## src/hdl/fprx_pkg.sv

```systemverilog
// Package with shared types, codes and the CRC-16 byte update for the framed packet receiver.
`timescale 1ns / 1ps

package fprx_pkg;

    localparam logic [7:0]  START_BYTE       = 8'h02;
    localparam logic [15:0] CRC_POLY         = 16'h1021;
    localparam logic [15:0] CRC_PRESET_RESET = 16'h00BD;
    localparam int          CFG_INDEX_W      = 1;

    typedef enum logic [CFG_INDEX_W-1:0] {
        CFG_OWN_ADDRESS = 1'b0,
        CFG_CRC_PRESET  = 1'b1
    } t_cfg_index;

    typedef enum logic [1:0] {
        CMD_BYTE    = 2'd0,
        CMD_RESYNC  = 2'd1,
        CMD_RESTART = 2'd2
    } t_cmd;

    typedef enum logic [1:0] {
        EV_PAYLOAD  = 2'd0,
        EV_ACCEPTED = 2'd1,
        EV_CRC_ERR  = 2'd2,
        EV_FOREIGN  = 2'd3
    } t_event;

    typedef enum logic [2:0] {
        PH_HUNT1 = 3'd0,
        PH_HUNT2 = 3'd1,
        PH_ADDR  = 3'd2,
        PH_LEN   = 3'd3,
        PH_DATA  = 3'd4,
        PH_CRC1  = 3'd5,
        PH_CRC2  = 3'd6,
        PH_IDLE  = 3'd7
    } t_phase;

    typedef struct packed {
        logic [1:0] event_res;
        logic [7:0] payload_byte;
        logic [7:0] byte_index;
        logic [7:0] frame_length;
        logic [7:0] frame_address;
    } t_result;

    function automatic logic [15:0] crc_fold(input logic [15:0] crc, input logic [7:0] b);
        logic [15:0] c;
        c = crc ^ {b, 8'h00};
        for (int i = 0; i < 8; i++) begin
            if (c[15]) begin
                c = {c[14:0], 1'b0} ^ CRC_POLY;
            end else begin
                c = {c[14:0], 1'b0};
            end
        end
        return c;
    endfunction

endpackage

```

## src/hdl/framed_packet_receiver_crc16.sv

```systemverilog
// Top level of the framed packet receiver: input register, parser core and result queue.
//
//   Channel  Direction  Handshake                  Payload
//   input    in         i_in_valid / o_in_stall    i_cmd, i_data_byte
//   result   out        o_out_valid / i_out_stall  o_event_res .. o_frame_address
//   config   in         i_cfg_valid / o_cfg_ready  i_cfg_index, i_cfg_data
//
// An item is registered on acceptance, then parsed by the core, and any result is registered
// in the result queue; one item per cycle is sustained while the result queue is not full.
// The rate is set by the combinational CRC byte update and phase change in the core.
// A two-entry result queue lets items keep flowing while a result waits to be taken.
// Reset is synchronous and active low; no clearing pass is needed.
`timescale 1ns / 1ps

module framed_packet_receiver_crc16 (
    input  logic                                i_clk,
    input  logic                                i_rst_n,
    input  logic                                i_in_valid,
    output logic                                o_in_stall,
    input  logic [1:0]                          i_cmd,
    input  logic [7:0]                          i_data_byte,
    output logic                                o_out_valid,
    input  logic                                i_out_stall,
    output logic [1:0]                          o_event_res,
    output logic [7:0]                          o_payload_byte,
    output logic [7:0]                          o_byte_index,
    output logic [7:0]                          o_frame_length,
    output logic [7:0]                          o_frame_address,
    input  logic                                i_cfg_valid,
    output logic                                o_cfg_ready,
    input  logic [fprx_pkg::CFG_INDEX_W-1:0]    i_cfg_index,
    input  logic [15:0]                         i_cfg_data
);
    import fprx_pkg::*;

    logic        r_in_valid;
    logic [1:0]  r_cmd;
    logic [7:0]  r_data_byte;
    logic [7:0]  r_own_address;
    logic [15:0] r_crc_preset;
    t_result     r_head, r_tail;
    logic [1:0]  r_cnt;

    logic        in_acc;
    logic        advance;
    logic        q_full;
    logic        pop;
    logic        res_valid;
    logic        push;
    t_result     res;

    assign q_full      = (r_cnt == 2'd2);
    assign advance     = r_in_valid && !q_full;
    assign o_in_stall  = r_in_valid && !advance;
    assign in_acc      = i_in_valid && !o_in_stall;
    assign o_cfg_ready = 1'b1;
    assign o_out_valid = (r_cnt != 2'd0);
    assign pop         = o_out_valid && !i_out_stall;
    assign push        = res_valid;

    assign o_event_res     = r_head.event_res;
    assign o_payload_byte  = r_head.payload_byte;
    assign o_byte_index    = r_head.byte_index;
    assign o_frame_length  = r_head.frame_length;
    assign o_frame_address = r_head.frame_address;

    fprx_core u_core (
        .i_clk         (i_clk),
        .i_rst_n       (i_rst_n),
        .i_en          (advance),
        .i_cmd         (r_cmd),
        .i_data_byte   (r_data_byte),
        .i_own_address (r_own_address),
        .i_crc_preset  (r_crc_preset),
        .o_res_valid   (res_valid),
        .o_res         (res)
    );

    always_ff @(posedge i_clk) begin
        if (!i_rst_n) begin
            r_in_valid <= 1'b0;
        end else begin
            r_in_valid <= in_acc || (r_in_valid && !advance);
        end
        if (in_acc) begin
            r_cmd       <= i_cmd;
            r_data_byte <= i_data_byte;
        end
    end

    always_ff @(posedge i_clk) begin
        if (!i_rst_n) begin
            r_own_address <= 8'd0;
            r_crc_preset  <= CRC_PRESET_RESET;
        end else if (i_cfg_valid && o_cfg_ready) begin
            case (i_cfg_index)
                CFG_OWN_ADDRESS: r_own_address <= i_cfg_data[7:0];
                CFG_CRC_PRESET:  r_crc_preset  <= i_cfg_data;
                default:         r_crc_preset  <= r_crc_preset;
            endcase
        end
    end

    always_ff @(posedge i_clk) begin
        if (!i_rst_n) begin
            r_cnt <= 2'd0;
        end else if (push && !pop) begin
            r_cnt <= r_cnt + 2'd1;
        end else if (pop && !push) begin
            r_cnt <= r_cnt - 2'd1;
        end
        if (pop && push) begin
            if (r_cnt == 2'd1) begin
                r_head <= res;
            end else begin
                r_head <= r_tail;
                r_tail <= res;
            end
        end else if (pop) begin
            r_head <= r_tail;
        end else if (push) begin
            if (r_cnt == 2'd0) begin
                r_head <= res;
            end else begin
                r_tail <= res;
            end
        end
    end

`ifndef NO_ASSERTIONS
    a_cnt_range: assert property (@(posedge i_clk) disable iff (!i_rst_n)
        r_cnt != 2'd3)
        else $error("Result queue count out of range");

    a_no_push_full: assert property (@(posedge i_clk) disable iff (!i_rst_n)
        push |-> !q_full)
        else $error("Result pushed into a full queue");

    a_stall_held: assert property (@(posedge i_clk) disable iff (!i_rst_n)
        o_in_stall |-> r_in_valid && q_full)
        else $error("Input stalled without a waiting item and a full queue");

    a_cnt_step: assert property (@(posedge i_clk) disable iff (!i_rst_n)
        (push && !pop) |=> (r_cnt != 2'd0))
        else $error("Queue empty after a push");
`endif

endmodule

```

## src/hdl/fprx_core.sv

```systemverilog
// Frame parser state machine with CRC-16 check, one item per enabled cycle.
`timescale 1ns / 1ps

module fprx_core (
    input  logic              i_clk,
    input  logic              i_rst_n,
    input  logic              i_en,
    input  logic [1:0]        i_cmd,
    input  logic [7:0]        i_data_byte,
    input  logic [7:0]        i_own_address,
    input  logic [15:0]       i_crc_preset,
    output logic              o_res_valid,
    output fprx_pkg::t_result o_res
);
    import fprx_pkg::*;

    t_phase      r_phase, n_phase;
    logic [7:0]  r_address, n_address;
    logic [7:0]  r_length, n_length;
    logic [7:0]  r_seen, n_seen;
    logic [15:0] r_crc, n_crc;
    logic [15:0] crc_next;
    logic [7:0]  seen_inc;
    logic        is_byte;

    assign is_byte  = i_en && (i_cmd == CMD_BYTE);
    assign crc_next = crc_fold((r_phase == PH_ADDR) ? i_crc_preset : r_crc, i_data_byte);
    assign seen_inc = r_seen + 8'd1;

    always_comb begin
        n_phase = r_phase;
        if (i_en) begin
            case (i_cmd)
                CMD_RESYNC, CMD_RESTART: begin
                    n_phase = PH_HUNT1;
                end
                CMD_BYTE: begin
                    case (r_phase)
                        PH_HUNT1: begin
                            if (i_data_byte == START_BYTE) n_phase = PH_HUNT2;
                        end
                        PH_HUNT2: begin
                            n_phase = (i_data_byte == START_BYTE) ? PH_ADDR : PH_HUNT1;
                        end
                        PH_ADDR: n_phase = PH_LEN;
                        PH_LEN: begin
                            n_phase = (i_data_byte == 8'd0) ? PH_CRC1 : PH_DATA;
                        end
                        PH_DATA: begin
                            if (seen_inc >= r_length) n_phase = PH_CRC1;
                        end
                        PH_CRC1: n_phase = PH_CRC2;
                        PH_CRC2: begin
                            if (crc_next != 16'd0 || r_address != i_own_address) begin
                                n_phase = PH_HUNT1;
                            end else begin
                                n_phase = PH_IDLE;
                            end
                        end
                        default: n_phase = r_phase;
                    endcase
                end
                default: n_phase = r_phase;
            endcase
        end
    end

    always_comb begin
        n_address   = r_address;
        n_length    = r_length;
        n_seen      = r_seen;
        n_crc       = r_crc;
        o_res_valid = 1'b0;
        o_res       = '{EV_PAYLOAD, 8'd0, 8'd0, r_length, r_address};
        if (is_byte) begin
            case (r_phase)
                PH_ADDR: begin
                    n_address = i_data_byte;
                    n_crc     = crc_next;
                end
                PH_LEN: begin
                    n_length = i_data_byte;
                    n_crc    = crc_next;
                    n_seen   = 8'd0;
                end
                PH_DATA: begin
                    n_crc              = crc_next;
                    n_seen             = seen_inc;
                    o_res_valid        = 1'b1;
                    o_res.payload_byte = i_data_byte;
                    o_res.byte_index   = r_seen;
                end
                PH_CRC1: begin
                    n_crc = crc_next;
                end
                PH_CRC2: begin
                    n_crc       = crc_next;
                    o_res_valid = 1'b1;
                    if (crc_next != 16'd0) begin
                        o_res.event_res = EV_CRC_ERR;
                    end else if (r_address != i_own_address) begin
                        o_res.event_res = EV_FOREIGN;
                    end else begin
                        o_res.event_res = EV_ACCEPTED;
                    end
                end
                default: begin
                    n_crc = r_crc;
                end
            endcase
        end
    end

    always_ff @(posedge i_clk) begin
        if (!i_rst_n) begin
            r_phase   <= PH_HUNT1;
            r_address <= 8'd0;
            r_length  <= 8'd0;
            r_seen    <= 8'd0;
            r_crc     <= 16'd0;
        end else begin
            r_phase   <= n_phase;
            r_address <= n_address;
            r_length  <= n_length;
            r_seen    <= n_seen;
            r_crc     <= n_crc;
        end
    end

endmodule
```

## config.mk

```make
export PLATFORM = sky130hd
export DESIGN_NAME = framed_packet_receiver_crc16
export DESIGN_NICKNAME = d
export VERILOG_FILES = /design/src/hdl/fprx_pkg.sv /design/src/hdl/framed_packet_receiver_crc16.sv /design/src/hdl/fprx_core.sv
export SDC_FILE = /design/constraint.sdc
export NUM_CORES = 1
export LEC_CHECK = 0
export ABC_AREA = 1
export BUFFER_PORTS_ARGS = -buffer_cell sky130_fd_sc_hd__clkbuf_2
export CORE_ASPECT_RATIO = 1.2
export CORE_MARGIN = 10
export CORE_UTILIZATION = 59
export DETAILED_ROUTE_END_ITERATION = 10
export MAX_ROUTING_LAYER = met4
export PLACE_DENSITY_LB_ADDON = 0.25
export SLEW_MARGIN = 10
export SYNTH_ARGS = -nofsm -noshare
export SYNTH_HDL_FRONTEND = slang
export SYNTH_SLANG_ARGS = --single-unit
export TNS_END_PERCENT = 100
```

## constraint.sdc

```tcl
create_clock -name i_clk -period 6.15 [get_ports i_clk]
set_clock_uncertainty 0.2 [all_clocks]
set_input_delay 1.845 -clock i_clk [delete_from_list [all_inputs] [get_ports i_clk]]
set_output_delay 1.845 -clock i_clk [all_outputs]
set_load 0.01 [all_outputs]
```

==> results.md, run 1 <==
Synth:
- The most instantiated flip-flop cell in the synthesis netlist is sky130_fd_sc_hd__edfxtp_1.
- The area share of fa/ha/maj cells after synthesis is 0.02866.
- The post-synthesis share of cell area spent on and, or, nand and nor gates is 0.1926.
- Yosys mapped the design onto 42 distinct sky130hd cell types.
- The number of flops mapped to enable cells by yosys is 78.
- The synthesized design spends more area on one cell type than any other, namely sky130_fd_sc_hd__edfxtp_1.
- Synthesis produced a netlist with a net count of 810.
- The count of state elements after synthesis is roughly 150.
- After synthesis, the largest family of logic cells by area is simple AND/OR/NAND/NOR gates.
- The share of the Yosys chip area taken by registers is 0.5360.
- The xor and xnor area share after synthesis is 0.01756.
- Measured against the total synthesized area, the mux share comes to 0.05321.
- The post-synthesis async set-or-reset flop share is 0.
- The gate count after technology mapping is between 700 and 800.
- Yosys attributes the largest share of cell area to sky130_fd_sc_hd__edfxtp_1, sky130_fd_sc_hd__dfxtp_1, sky130_fd_sc_hd__nand2_1.
- The share of the synthesized area in the top cell type is 0.3354.
- The compound-gate portion of the synthesized area is 0.09584.
- The mean instance size in the synthesized netlist is approximately 9.2 um2.
- In this run the cell area of the synthesized design comes to approximately 7000 um2.
- The number of synthesis warnings is 0.

STA:
- Setup violations remaining at the end of the flow were counted as 0.
- The aggregate negative setup slack is 0 ns.
- Setup repair after global routing left no endpoint under its margin.
- The worst relative slew slack is 0.2448.
- The number of hold violations in the final report is 0.
- The total count of max-transition violations in the final report came to 0.
- The post-route clock period utilization is 0.6484.
- The peak clock frequency supported by timing is about 250 MHz.
- Across all hold checks on the routed design, the worst slack comes to between 0.2 and 0.3 ns.
- Subtracting the final worst setup slack from the clock period gives roughly 4.0 ns.
- For the pin with the worst max-slew slack, the measured transition is roughly 1.1 ns.
- The setup slack after layout is approximately 2.2 ns.

GRT:
- In the global route stage, overall resource usage came out at 0.1947.
- The first global-routing pass estimated about 26,000 um of wire.
- The via count of the first global-routing pass is 5,396.
- The pin count of the biggest net entering global routing is 45.
- The total overflow reported by the global router is 0.
- The number of antenna violations at the first check in global routing is 0.

Critical path:
- The data arrival time of the critical path is between 3 and 4 ns.
- The slowest stage of the critical path is the sky130_fd_sc_hd__a21oi_4 cell.
- The critical path startpoint category is a register.
- The delay of the slowest cell on the worst path is roughly 0.88 ns.
- The capture instance of the worst register-to-register path is o_frame_address[4].
- The maximum fanout along the worst path is 35.
- The startpoint identified for the worst register-to-register timing path is r_cnt[0].
- The buffering stage count on the worst path with inverters included is 4.
- The worst setup path is of the reg -> reg kind.
- The number of cells on the worst reg-to-reg path is 11.
- Walking the worst path, the cells encountered are inv_1 -> ha_1 -> nor2_1 -> inv_1 -> nor2_1 -> clkinv_1 -> nor2_1 -> ha_1 -> inv_1 -> a21oi_4 -> mux2_2.
- The worst register-to-register path has a setup slack of between 2 and 2.5 ns.
- On the critical path the largest part of the delay comes from compound AO/OA/AOI/OAI gates.
- STA classifies the critical path endpoint as a register.
- For the worst setup path, the data required time is 6.13 ns.

Cells and area:
- The synthesis-to-layout area growth is 15.19%.
- The library cells used most frequently in the layout, excluding fill and tap cells, are sky130_fd_sc_hd__nand2_1, sky130_fd_sc_hd__inv_1, sky130_fd_sc_hd__edfxtp_1.
- The total number of nets in the final design is approximately 880.
- The proportion of layout cells with a drive suffix above 1 is 0.2071.
- The antenna diode count is 0.
- The most common library cell in the layout ignoring fill and taps is sky130_fd_sc_hd__nand2_1.

Drt:
- The number of iterations in the first detailed-routing pass is 5.
- For this run, design rule violations remaining after detail routing come to 0.
- The routed design has about 16,000 um of wire.
- For this block, the via count after detailed routing is roughly 5,400.
- The via density per instance is between 5 and 6.
- The number of nets still failing antenna checks after routing is 0.
- Dividing the detail-routed wire length by the instance count gives ~16 um.
- The detailed router finished its first iteration with between 300 and 400 violations.

Clock tree:
- After clock tree synthesis, the repair step resized 0 gates.
- TritonCTS built the clock tree.
- The depth of the CTS H-tree is 4.
- For this design, the sink count on the clock tree is about 150.
- The clock input transition at the sequential cells of the worst setup and hold paths is about 0.06 ns.
- The clock latency on the worst-skew pair is roughly 0.42 ns.
- Hold repair after CTS inserted 0 buffers.
- The post-CTS setup-driven buffer insertion count is 0.
- The maximum count of clock buffers along a single path is 2.
- The number of clock buffers added by TritonCTS is 17.
- Clock tree synthesis selected as its root buffer the cell sky130_fd_sc_hd__clkbuf_16.

Floorplanning:
- In this run the count of I/O pins placed on the die edge is between 60 and 70.
- The total core area is 11,570 um2.
- The initial cell density of the core is 0.6038.
- The floorplan has 43 rows.
- The die width is roughly 120 um.
- The die extent in y is ~140 um.
- The die covers roughly 17,000 um2.

Pwr:
- VDD sags by at most around 0.00018 V.
- For this design the static power due to leakage is roughly 3.6 nW.
- The power per unit of standard cell area is ~290 nW/um2.

Place:
- The worst slack at placement is approximately 1.8 ns.
- The placed wire-length estimate is between 10,000 and 15,000 um.
- The count of port buffers added during placement is 67.
- The routability congestion estimate from global placement is approximately 0.95.

Outcome:
- The run finished with clean final reports.

Worst hold path:
- Counting instances, the worst hold path has a depth of 2.
- The worst hold path begins at r_crc_preset[8].
- The path with the worst hold slack has its endpoint at r_crc_preset[8].
- The path type of the worst min-delay path is reg -> reg.

Run:
- The max-capacitance violation count is 0.
[final cells by class]
cell class	count	area [um2]
Sequential cell	148	3744
Fill cell	913	3522
Multi-Input combinational cell	487	2729
Clock buffer	17	425.4
Inverter	104	392.9
Timing Repair Buffer	70	357.8
Clock inverter	14	200.2
Tap cell	157	196.4
[worst max path at each step]
stage                 from            endpoint  slack, ns  cells past startpoint
6_report          r_cnt[0]  o_frame_address[4]       2.16                     11
5_1_grt           r_cnt[0]   o_frame_length[7]       1.89                     11
4_1_cts           r_cnt[0]  o_frame_address[4]       2.12                     11
3_5_place_dp   i_out_stall   o_payload_byte[5]       1.80                      6
3_3_place_gp   i_out_stall  o_frame_address[6]       1.97                      6
2_1_floorplan  i_out_stall           r_tail[0]       0.74                      6
[cells in the mapped netlist, types with 14 or more instances]
cell type,n
sky130_fd_sc_hd__mux2_2,33
sky130_fd_sc_hd__ha_1,16
sky130_fd_sc_hd__dfxtp_1,70
sky130_fd_sc_hd__nand3_1,53
sky130_fd_sc_hd__clkbuf_1,14
sky130_fd_sc_hd__inv_1,98
sky130_fd_sc_hd__o21ai_0,61
sky130_fd_sc_hd__nand2_2,17
sky130_fd_sc_hd__edfxtp_1,78
sky130_fd_sc_hd__nor2_1,60
sky130_fd_sc_hd__a21oi_1,57
sky130_fd_sc_hd__nand2_1,129
[stage by stage]
stage / utilization / area (um2) / instances / power (mW)
final: 0.6955 / 8045 / 997 / 2.365
after global routing: 0.6955 / 8045 / 997 / 2.441
after CTS: 0.6955 / 8045 / 997 / 2.381
after detailed placement: 0.6414 / 7420 / 966 / 1.289
after global placement: 0.6414 / 7420 / 966 / 1.282
after floorplan: - / 6984 / 762 / 1.221
[per-layer routing]
metal / vias up / track usage / routed length (um)
met3: 38 / 0.04562 / 816
li1: 2672 / - / -
met2: 170 / 0.3403 / 8347
met4: 0 / 0.07379 / 406
met1: 2548 / 0.2089 / 6351
met5: - / - / 0
[power by group]
part | internal (mW) | switching [mW]
clock network | 0.683 | 0.416
registers | 1.08 | 0.0172
logic | 0.0602 | 0.113
total | 1.82 | 0.547
[worst reg2reg max path, cell delays in order, from the launching register on]
cell	delay, ns
sky130_fd_sc_hd__dfxtp_1	0.38
sky130_fd_sc_hd__inv_1	0.09
sky130_fd_sc_hd__ha_1	0.22
sky130_fd_sc_hd__nor2_1	0.15
sky130_fd_sc_hd__inv_1	0.05
sky130_fd_sc_hd__nor2_1	0.37
sky130_fd_sc_hd__clkinv_1	0.40
sky130_fd_sc_hd__nor2_1	0.28
sky130_fd_sc_hd__ha_1	0.18
sky130_fd_sc_hd__inv_1	0.09
sky130_fd_sc_hd__a21oi_4	0.88
sky130_fd_sc_hd__mux2_2	0.47
[registers in the layout, indices dropped and copies added (netlist names), 3 cells and up]
| signal | cells |
|---|---|
| o_byte_index | 8 |
| o_payload_byte | 8 |
| r_own_address | 8 |
| r_data_byte | 8 |
| u_core.r_address | 8 |
| u_core.r_phase | 3 |
| u_core.r_length | 8 |
| r_tail | 34 |
| o_frame_length | 8 |
| r_crc_preset | 16 |
| o_frame_address | 8 |
| u_core.r_crc | 16 |
| u_core.r_seen | 8 |
[kinds of logic (layout without fill, tap and decap cells)]
logic type,count (synthesis),in the layout
XOR/XNOR,14,14
flip-flops,148,148
AND/OR/NAND/NOR,295,295
AO/OA/AOI/OAI,128,128
adder cells (fa/ha/maj),16,16
multiplexers,33,33
buffers and inverters,127,205
other,1,1
Note: power is estimated with default switching activity, not from simulation.
==> run 2: changes to the inputs <==
--- a/config.mk
+++ b/config.mk
@@ -9,7 +9,7 @@
 export BUFFER_PORTS_ARGS = -buffer_cell sky130_fd_sc_hd__clkbuf_2
 export CORE_ASPECT_RATIO = 1.2
 export CORE_MARGIN = 10
-export CORE_UTILIZATION = 59
+export CORE_UTILIZATION = 53
 export DETAILED_ROUTE_END_ITERATION = 10
 export MAX_ROUTING_LAYER = met4
 export PLACE_DENSITY_LB_ADDON = 0.25
==> constraint.sdc (replaced) <==
create_clock -name i_clk -period 3.3 [get_ports i_clk]
set_clock_uncertainty 0.2 [all_clocks]
set_input_delay 0.99 -clock i_clk [delete_from_list [all_inputs] [get_ports i_clk]]
set_output_delay 0.99 -clock i_clk [all_outputs]
set_load 0.01 [all_outputs]
==> results.md, run 2 (synthesized netlist as in run 1, its figures left out) <==
Place:
- The placed wire-length estimate is 11,510 um (+1.3%).
- The count of port buffers added during placement is 67 (unchanged).
- The routability congestion estimate from global placement was 0.9784 (+3.4%).
- The placed instance count is 979 (+1.3%).

GRT:
- The first-pass GRT wire length is 27,500 um (+7.4%).
- The layer flagged by global routing as most heavily used is met2.
- The total overflow reported by the global router was 0 (unchanged).
- The number of antenna violations at the first check in global routing is 0 (unchanged).
- The pin count of the biggest net entering global routing is 44 (-2.2%).
- The total routing resource utilization after global routing is 0.1855 (-0.009188).
- The global-route track usage on met1 came to 0.2100 (+0.001091).
- The fraction of met2 tracks used by global routing is 0.3149 (-0.02540).
- The via count of the first global-routing pass was 5,648 (+4.7%).
- The met3 usage in global routing is 0.03930 (-0.006320).

Clock tree:
- The hold-fix buffer count after cts was 0 (unchanged).
- The depth of the CTS H-tree came to 4 (unchanged).
- The clock input transition at the sequential cells of the worst setup and hold paths is 0.06 ns (about the same).
- The number of cells upsized or downsized after cts is 0 (unchanged).
- The number of buffers added by the clock tree synthesis step came to 17 (unchanged).
- The maximum count of clock buffers along a single path is 2 (unchanged).
- The clock latency on the worst-skew pair is 0.42 ns (about the same).
- The post-CTS setup-driven buffer insertion count is 0 (unchanged).
- TritonCTS built the clock tree.
- The count of clock tree sinks is 148 (unchanged).
- The root buffer cell chosen for the clock tree is sky130_fd_sc_hd__clkbuf_16.

Floorplanning:
- The number of I/O pins came to 69 (unchanged).
- The die width is 124.8 um (+4.6%).
- The die extent in y was 145.8 um (+4.7%).
- The die area is 18,190 um2 (+9.5%).
- The row count is 45 (+4.7%).
- The initial cell density of the core is 0.5465 (-0.05733).
- The total core area is 12,780 um2 (+10%).

Drt:
- The number of iterations in the first detailed-routing pass is 5 (unchanged).
- The aggregate routed wire length is 16,020 um (+0.61%).
- The DRC violation count after routing was 0 (unchanged).
- The initial DRC count is 455 (+37%).
- The via density per instance is 5.451 (+0.12%).
- The number of nets still failing antenna checks after routing is 0 (unchanged).
- The post-detailed-route wirelength per cell is 15.84 um (-0.78%).
- The number of vias after detailed routing is 5,511 (+1.5%).

Critical path:
- The worst setup path is captured at a register.
- The register-to-register setup slack is 0.16 ns (-2.00 ns).
- The data arrival time of the critical path was 3.26 ns (-0.70 ns).
- The critical path class is reg -> reg.
- STA classifies the critical path startpoint as a register.
- The worst register-to-register path ends at u_core.r_phase[1].
- The data required time at the worst endpoint is 3.42 ns (-2.71 ns).
- The launch point of the worst reg-to-reg path is u_core.r_seen[0].
- The logic depth of the worst register-to-register path is 15 (+4).
- The maximum fanout along the worst path is 5 (-86%).

STA:
- The number of hold violations in the final report came to 0 (unchanged).
- The total count of max-transition violations in the final report is 0 (unchanged).
- The actual transition at the worst max-transition pin is 0.9529 ns (-0.1775 ns).
- The final-report setup violation count came to 0 (unchanged).
- The post-route clock period utilization came to 0.9507 (+0.3023).
- The clock period minus worst slack came to 3.137 ns (-0.8505 ns).
- The worst relative slew slack is 0.3608 (+0.1161).
- The peak clock frequency supported by timing is 318.7 MHz (+27%).

Cells and area:
- The number of flip-flops under the largest register name is 34 (unchanged).
- The share of the core filled with cells is 0.6329 (-0.06262).
- The total number of nets in the final design is 882 (+0.68%).
- The register with the most flip-flops is r_tail.
- The proportion of layout cells with a drive suffix above 1 is 0.2196 (+0.01246).
- The number of non-filler instances in the completed layout is 1,011 (+1.4%).
- In the layout the commonest cells are sky130_fd_sc_hd__nand2_1, sky130_fd_sc_hd__inv_1, sky130_fd_sc_hd__edfxtp_1.
- Leaving out fill and tap cells, the most frequent cell in the layout is sky130_fd_sc_hd__nand2_1.
- The antenna diode count came to 0 (unchanged).
- The largest registers in the layout are r_tail: 34 flops, r_crc_preset: 16 flops, u_core.r_crc: 16 flops.
- The synthesis-to-layout area growth is 15.82%.

Pwr:
- The worst ir drop on vdd was 0.0002866 V (+57%).
- The power per unit of standard cell area is 517.9 nW/um2 (+76%).
- The static power due to leakage is 3.641 nW (+0.84%).

Run:
- The max-capacitance violation count came to 0 (unchanged).

Worst hold path:
- The path type of the worst min-delay path is reg -> reg.
- The depth of the worst hold-timing path was 2 (unchanged).
- The path with the worst hold slack has its endpoint at r_crc_preset[8].
- The worst min-delay path startpoint is r_crc_preset[8].

Outcome:
- The run finished with clean final reports.
-- run 2: changes by cell type in the layout (fill, tap and decap cells not counted), moves of 2 or more --
cell and change:
sky130_fd_sc_hd__inv_8 +3, sky130_fd_sc_hd__nor3_1 -2, sky130_fd_sc_hd__clkinv_2 +3, sky130_fd_sc_hd__buf_12 +2
sky130_fd_sc_hd__bufinv_16 -4, sky130_fd_sc_hd__buf_4 +4, sky130_fd_sc_hd__clkinv_1 -2
-- run 2: cell type report --
cell class	count	area, um2
Fill cell	1036	4692
Sequential cell	148	3744
Multi-Input combinational cell	487	2753
Timing Repair Buffer	76	427.9
Clock buffer	17	425.4
Inverter	104	394.1
Tap cell	164	205.2
Clock inverter	15	140.1
-- run 2: worst max path at each step --
stage / from / slack, ns / to / cells after the start
floorplan: r_cnt[0] / 0.07 / r_tail[0] / 12
global placement: r_cnt[0] / 0.40 / r_tail[2] / 13
detailed placement: u_core.r_seen[0] / 0.13 / u_core.r_phase[2] / 15
CTS: u_core.r_seen[0] / 0.02 / u_core.r_phase[2] / 14
global route: u_core.r_seen[0] / -0.01 / u_core.r_phase[1] / 15
finish: u_core.r_seen[0] / 0.16 / u_core.r_phase[1] / 15
-- run 2: where the power goes --
part	switching (mW)	total [mW]	internal [mW]
clock	0.830	1.83	0.997
sequential	0.0314	2.03	2.00
combinational	0.209	0.328	0.119
total	1.07	4.19	3.12
-- run 2: through the flow --
| step | cell area (um2) | power (mW) | hold WS [ns] | setup TNS (ns) | setup WS (ns) |
|---|---|---|---|---|---|
| finish | 8089 | 4.190 | 0.2668 | 0 | 0.1626 |
| detailed placement | 7508 | 2.406 | 0.2556 | 0 | 0.1285 |
| CTS | 8074 | 4.226 | 0.2703 | 0 | 0.01728 |
| global placement | 7508 | 2.394 | 0.2465 | 0 | 0.3971 |
| global route | 8089 | 4.356 | 0.3005 | -0.01491 | -0.01491 |
| floorplan | 6999 | 2.277 | 0.2297 | 0 | 0.07067 |
-- run 2: worst max-delay path, cell delays in order (launching register included) --
cell and delay [ns]:
sky130_fd_sc_hd__dfxtp_1 0.41, sky130_fd_sc_hd__inv_1 0.10, sky130_fd_sc_hd__nor3_2 0.23, sky130_fd_sc_hd__nand3_1 0.17, sky130_fd_sc_hd__nor3_2 0.22, sky130_fd_sc_hd__xor2_1 0.28
sky130_fd_sc_hd__ha_1 0.30, sky130_fd_sc_hd__a21oi_1 0.14, sky130_fd_sc_hd__o21ai_0 0.10, sky130_fd_sc_hd__a41oi_1 0.19, sky130_fd_sc_hd__o311ai_1 0.16, sky130_fd_sc_hd__nand2_1 0.09
sky130_fd_sc_hd__nand2_1 0.05, sky130_fd_sc_hd__o211ai_1 0.12, sky130_fd_sc_hd__nand2_1 0.12, sky130_fd_sc_hd__a21oi_2 0.15
-- run 2: metal layers --
layer / up-vias / wire, um
met5: - / 0
met4: 0 / 308
met3: 24 / 876
met2: 183 / 8322
met1: 2618 / 6511
li1: 2686 / -
==> run 3: changes to the inputs <==
--- a/config.mk
+++ b/config.mk
@@ -6,13 +6,14 @@
 export NUM_CORES = 1
 export LEC_CHECK = 0
 export ABC_AREA = 1
+export ABC_CLOCK_PERIOD_IN_PS = 3300
 export BUFFER_PORTS_ARGS = -buffer_cell sky130_fd_sc_hd__clkbuf_2
-export CORE_ASPECT_RATIO = 1.2
+export CORE_ASPECT_RATIO = 1.1
 export CORE_MARGIN = 10
 export CORE_UTILIZATION = 53
 export DETAILED_ROUTE_END_ITERATION = 10
 export MAX_ROUTING_LAYER = met4
-export PLACE_DENSITY_LB_ADDON = 0.25
+export PLACE_DENSITY = 0.76
 export SLEW_MARGIN = 10
 export SYNTH_ARGS = -nofsm -noshare
 export SYNTH_HDL_FRONTEND = slang
==> results.md, run 3 (synthesized netlist as in run 1, its figures left out) <==
STA:
- The peak clock frequency supported by timing is 329.1 MHz (+3.2%).
- Setup repair after global routing left no endpoint under its margin.
- The aggregate negative setup slack was 0 ns (unchanged).
- The total count of max-transition violations in the final report is 0 (unchanged).
- The clock period minus worst slack is 3.039 ns (-0.09854 ns).
- The worst relative slew slack was 0.3537 (-0.007100).
- The post-route clock period utilization is 0.9209 (-0.02986).
- The final-report setup violation count is 0 (unchanged).
- The actual transition at the worst max-transition pin is 0.9634 ns (+0.01058 ns).
- The worst slack on hold paths was 0.2716 ns (+0.004833 ns).
- The number of hold violations in the final report is 0 (unchanged).

Run:
- The max-capacitance violation count is 0 (unchanged).

Cells and area:
- The largest registers in the layout are r_tail: 34 flops, r_crc_preset: 16 flops, u_core.r_crc: 16 flops.
- The antenna diode count came to 0 (unchanged).
- The register with the most flip-flops is r_tail.
- The proportion of layout cells with a drive suffix above 1 is 0.2226 (+0.003016).
- The most common library cell in the layout ignoring fill and taps is sky130_fd_sc_hd__nand2_1.
- The number of non-filler instances in the completed layout is 1,006 (-0.49%).
- The library cells used most frequently in the layout, excluding fill and tap cells, are sky130_fd_sc_hd__nand2_1, sky130_fd_sc_hd__inv_1, sky130_fd_sc_hd__edfxtp_1.
- The share of the core filled with cells was 0.6383 (+0.005415).
- The synthesis-to-layout area growth is 16.54%.
- The total number of nets in the final design is 884 (+0.23%).
- The number of flip-flops under the largest register name came to 34 (unchanged).

Drt:
- The number of vias after detailed routing is 5,433 (-1.4%).
- The aggregate routed wire length is 15,600 um (-2.6%).
- The number of iterations in the first detailed-routing pass is 7 (+2).
- The via density per instance is 5.401 (-0.93%).
- The post-detailed-route wirelength per cell is 15.51 um (-2.1%).
- The number of nets still failing antenna checks after routing was 0 (unchanged).
- The initial DRC count is 427 (-6.2%).
- The DRC violation count after routing is 0 (unchanged).

GRT:
- The total routing resource utilization after global routing came to 0.1834 (-0.002117).
- The via count of the first global-routing pass came to 5,346 (-5.3%).
- The total overflow reported by the global router is 0 (unchanged).
- The first-pass GRT wire length is 26,180 um (-4.8%).
- The pin count of the biggest net entering global routing is 44 (unchanged).
- The number of antenna violations at the first check in global routing came to 0 (unchanged).

Place:
- The count of port buffers added during placement was 67 (unchanged).
- The routability congestion estimate from global placement is 0.9507 (-2.8%).
- The placed wire-length estimate came to 10,970 um (-4.7%).
- The placed instance count came to 974 (-0.51%).

Floorplanning:
- The number of I/O pins is 69 (unchanged).
- The total core area is 12,750 um2 (-0.23%).
- The die extent in y came to 140.4 um (-3.7%).
- The row count is 43 (-4.4%).
- The initial cell density of the core is 0.5477 (+0.001287).
- The die area is 18,170 um2 (about the same).
- The die width was 129.5 um (+3.7%).

Critical path:
- The data arrival time of the critical path was 2.96 ns (-0.30 ns).
- The most critical setup path has its startpoint at r_cnt[0].
- The data required time at the worst endpoint is 3.22 ns (-0.20 ns).
- The critical path startpoint category is a register.
- The critical path is of the reg -> reg type.
- The critical path endpoint category is a register.
- The maximum fanout along the worst path is 34 (+29).
- The worst register-to-register path begins at r_cnt[0].

Outcome:
- The flow ran to the end, and the final reports show no timing, DRC or antenna violations.

Pwr:
- The total power of the final layout is 4.295 mW (+2.5%).
- The static power due to leakage is 3.685 nW (+1.2%).
- The worst ir drop on vdd was 0.0002895 V (+1.0%).
- The power per unit of standard cell area is 527.7 nW/um2 (+1.9%).

Clock tree:
- The root buffer cell chosen for the clock tree is sky130_fd_sc_hd__clkbuf_16.
- TritonCTS built the clock tree.
- The count of clock tree sinks is 148 (unchanged).
- The depth of the CTS H-tree is 4 (unchanged).
- The clock input transition at the sequential cells of the worst setup and hold paths is 0.06 ns (about the same).
- The post-CTS setup-driven buffer insertion count was 0 (unchanged).
- The maximum count of clock buffers along a single path is 2 (unchanged).
- The clock latency on the worst-skew pair came to 0.43 ns (about the same).
- The number of buffers added by the clock tree synthesis step came to 17 (unchanged).

Worst hold path:
- The min-delay analysis places its worst path in the category reg -> reg.
- The startpoint identified for the worst hold timing path is r_crc_preset[8].
-- run 3: cell count changes in the layout (fill, tap and decap cells not counted), sizes merged --
cell,previous run,this run
clkbuf,84,88
bufinv,0,1
inv,108,105
clkinv,10,8
buf,9,11
-- run 3: what timing repair did --
action / in CTS / in global routing
pin swaps: 0 / 0
gates cloned: 0 / 0
hold buffers: 0 / 0
gates resized for setup: 1 / 4
setup endpoints to repair: 3 / 3
-- run 3: worst max-delay path, cell delays in order (launching register included) --
cell and delay, ns:
sky130_fd_sc_hd__dfxtp_1 0.37, sky130_fd_sc_hd__inv_1 0.08, sky130_fd_sc_hd__ha_1 0.21, sky130_fd_sc_hd__nor2_1 0.15
sky130_fd_sc_hd__inv_1 0.06, sky130_fd_sc_hd__nor2_2 0.28, sky130_fd_sc_hd__clkinv_2 0.10, sky130_fd_sc_hd__nor2_1 0.21
sky130_fd_sc_hd__ha_1 0.18, sky130_fd_sc_hd__inv_1 0.08, sky130_fd_sc_hd__nor2_1 0.22, sky130_fd_sc_hd__a21oi_1 0.12
sky130_fd_sc_hd__nor3_4 0.23, sky130_fd_sc_hd__buf_12 0.24
-- run 3: worst paths after layout --
path,slack [ns],cells past startpoint,endpoint
worst max-delay path,0.26,13,r_tail[3]
worst min-delay path,0.27,2,r_crc_preset[8]
worst max register to register,0.26,13,r_tail[3]
worst min register to register,0.27,2,r_crc_preset[8]
-- run 3: metrics by stage --
step / worst slack (ns) / cell area (um2)
2_1_floorplan: 0.07067 / 6999
3_3_place_gp: 0.2883 / 7515
3_5_place_dp: 0.1491 / 7515
4_1_cts: 0.02227 / 8118
5_1_grt: 0.01173 / 8139
6_report: 0.2611 / 8139
-- run 3: layout make-up --
type | instances | area [um2]
timing repair buffer | 78 | 442.9
sequential | 148 | 3744
multi-input combinational | 487 | 2759
clock inverter | 11 | 111.4
tap | 157 | 196.4
fill | 1039 | 4612
clock buffer | 21 | 491.7
inverter | 104 | 394.1
-- run 3: routing by layer --
layer	wire length [um]	part of all wire	up-vias	global-route usage
li1	-	-	2695	-
met1	6665	0.43	2545	0.2185
met2	7822	0.50	171	0.2966
met3	903	0.058	22	0.04832
met4	208	0.013	0	0.05806
met5	0	0	-	-
-- run 3: report_power, final --
group          switching (mW)  internal (mW)
sequential             0.0300           2.00
clock                   0.776           1.15
combinational           0.211          0.119
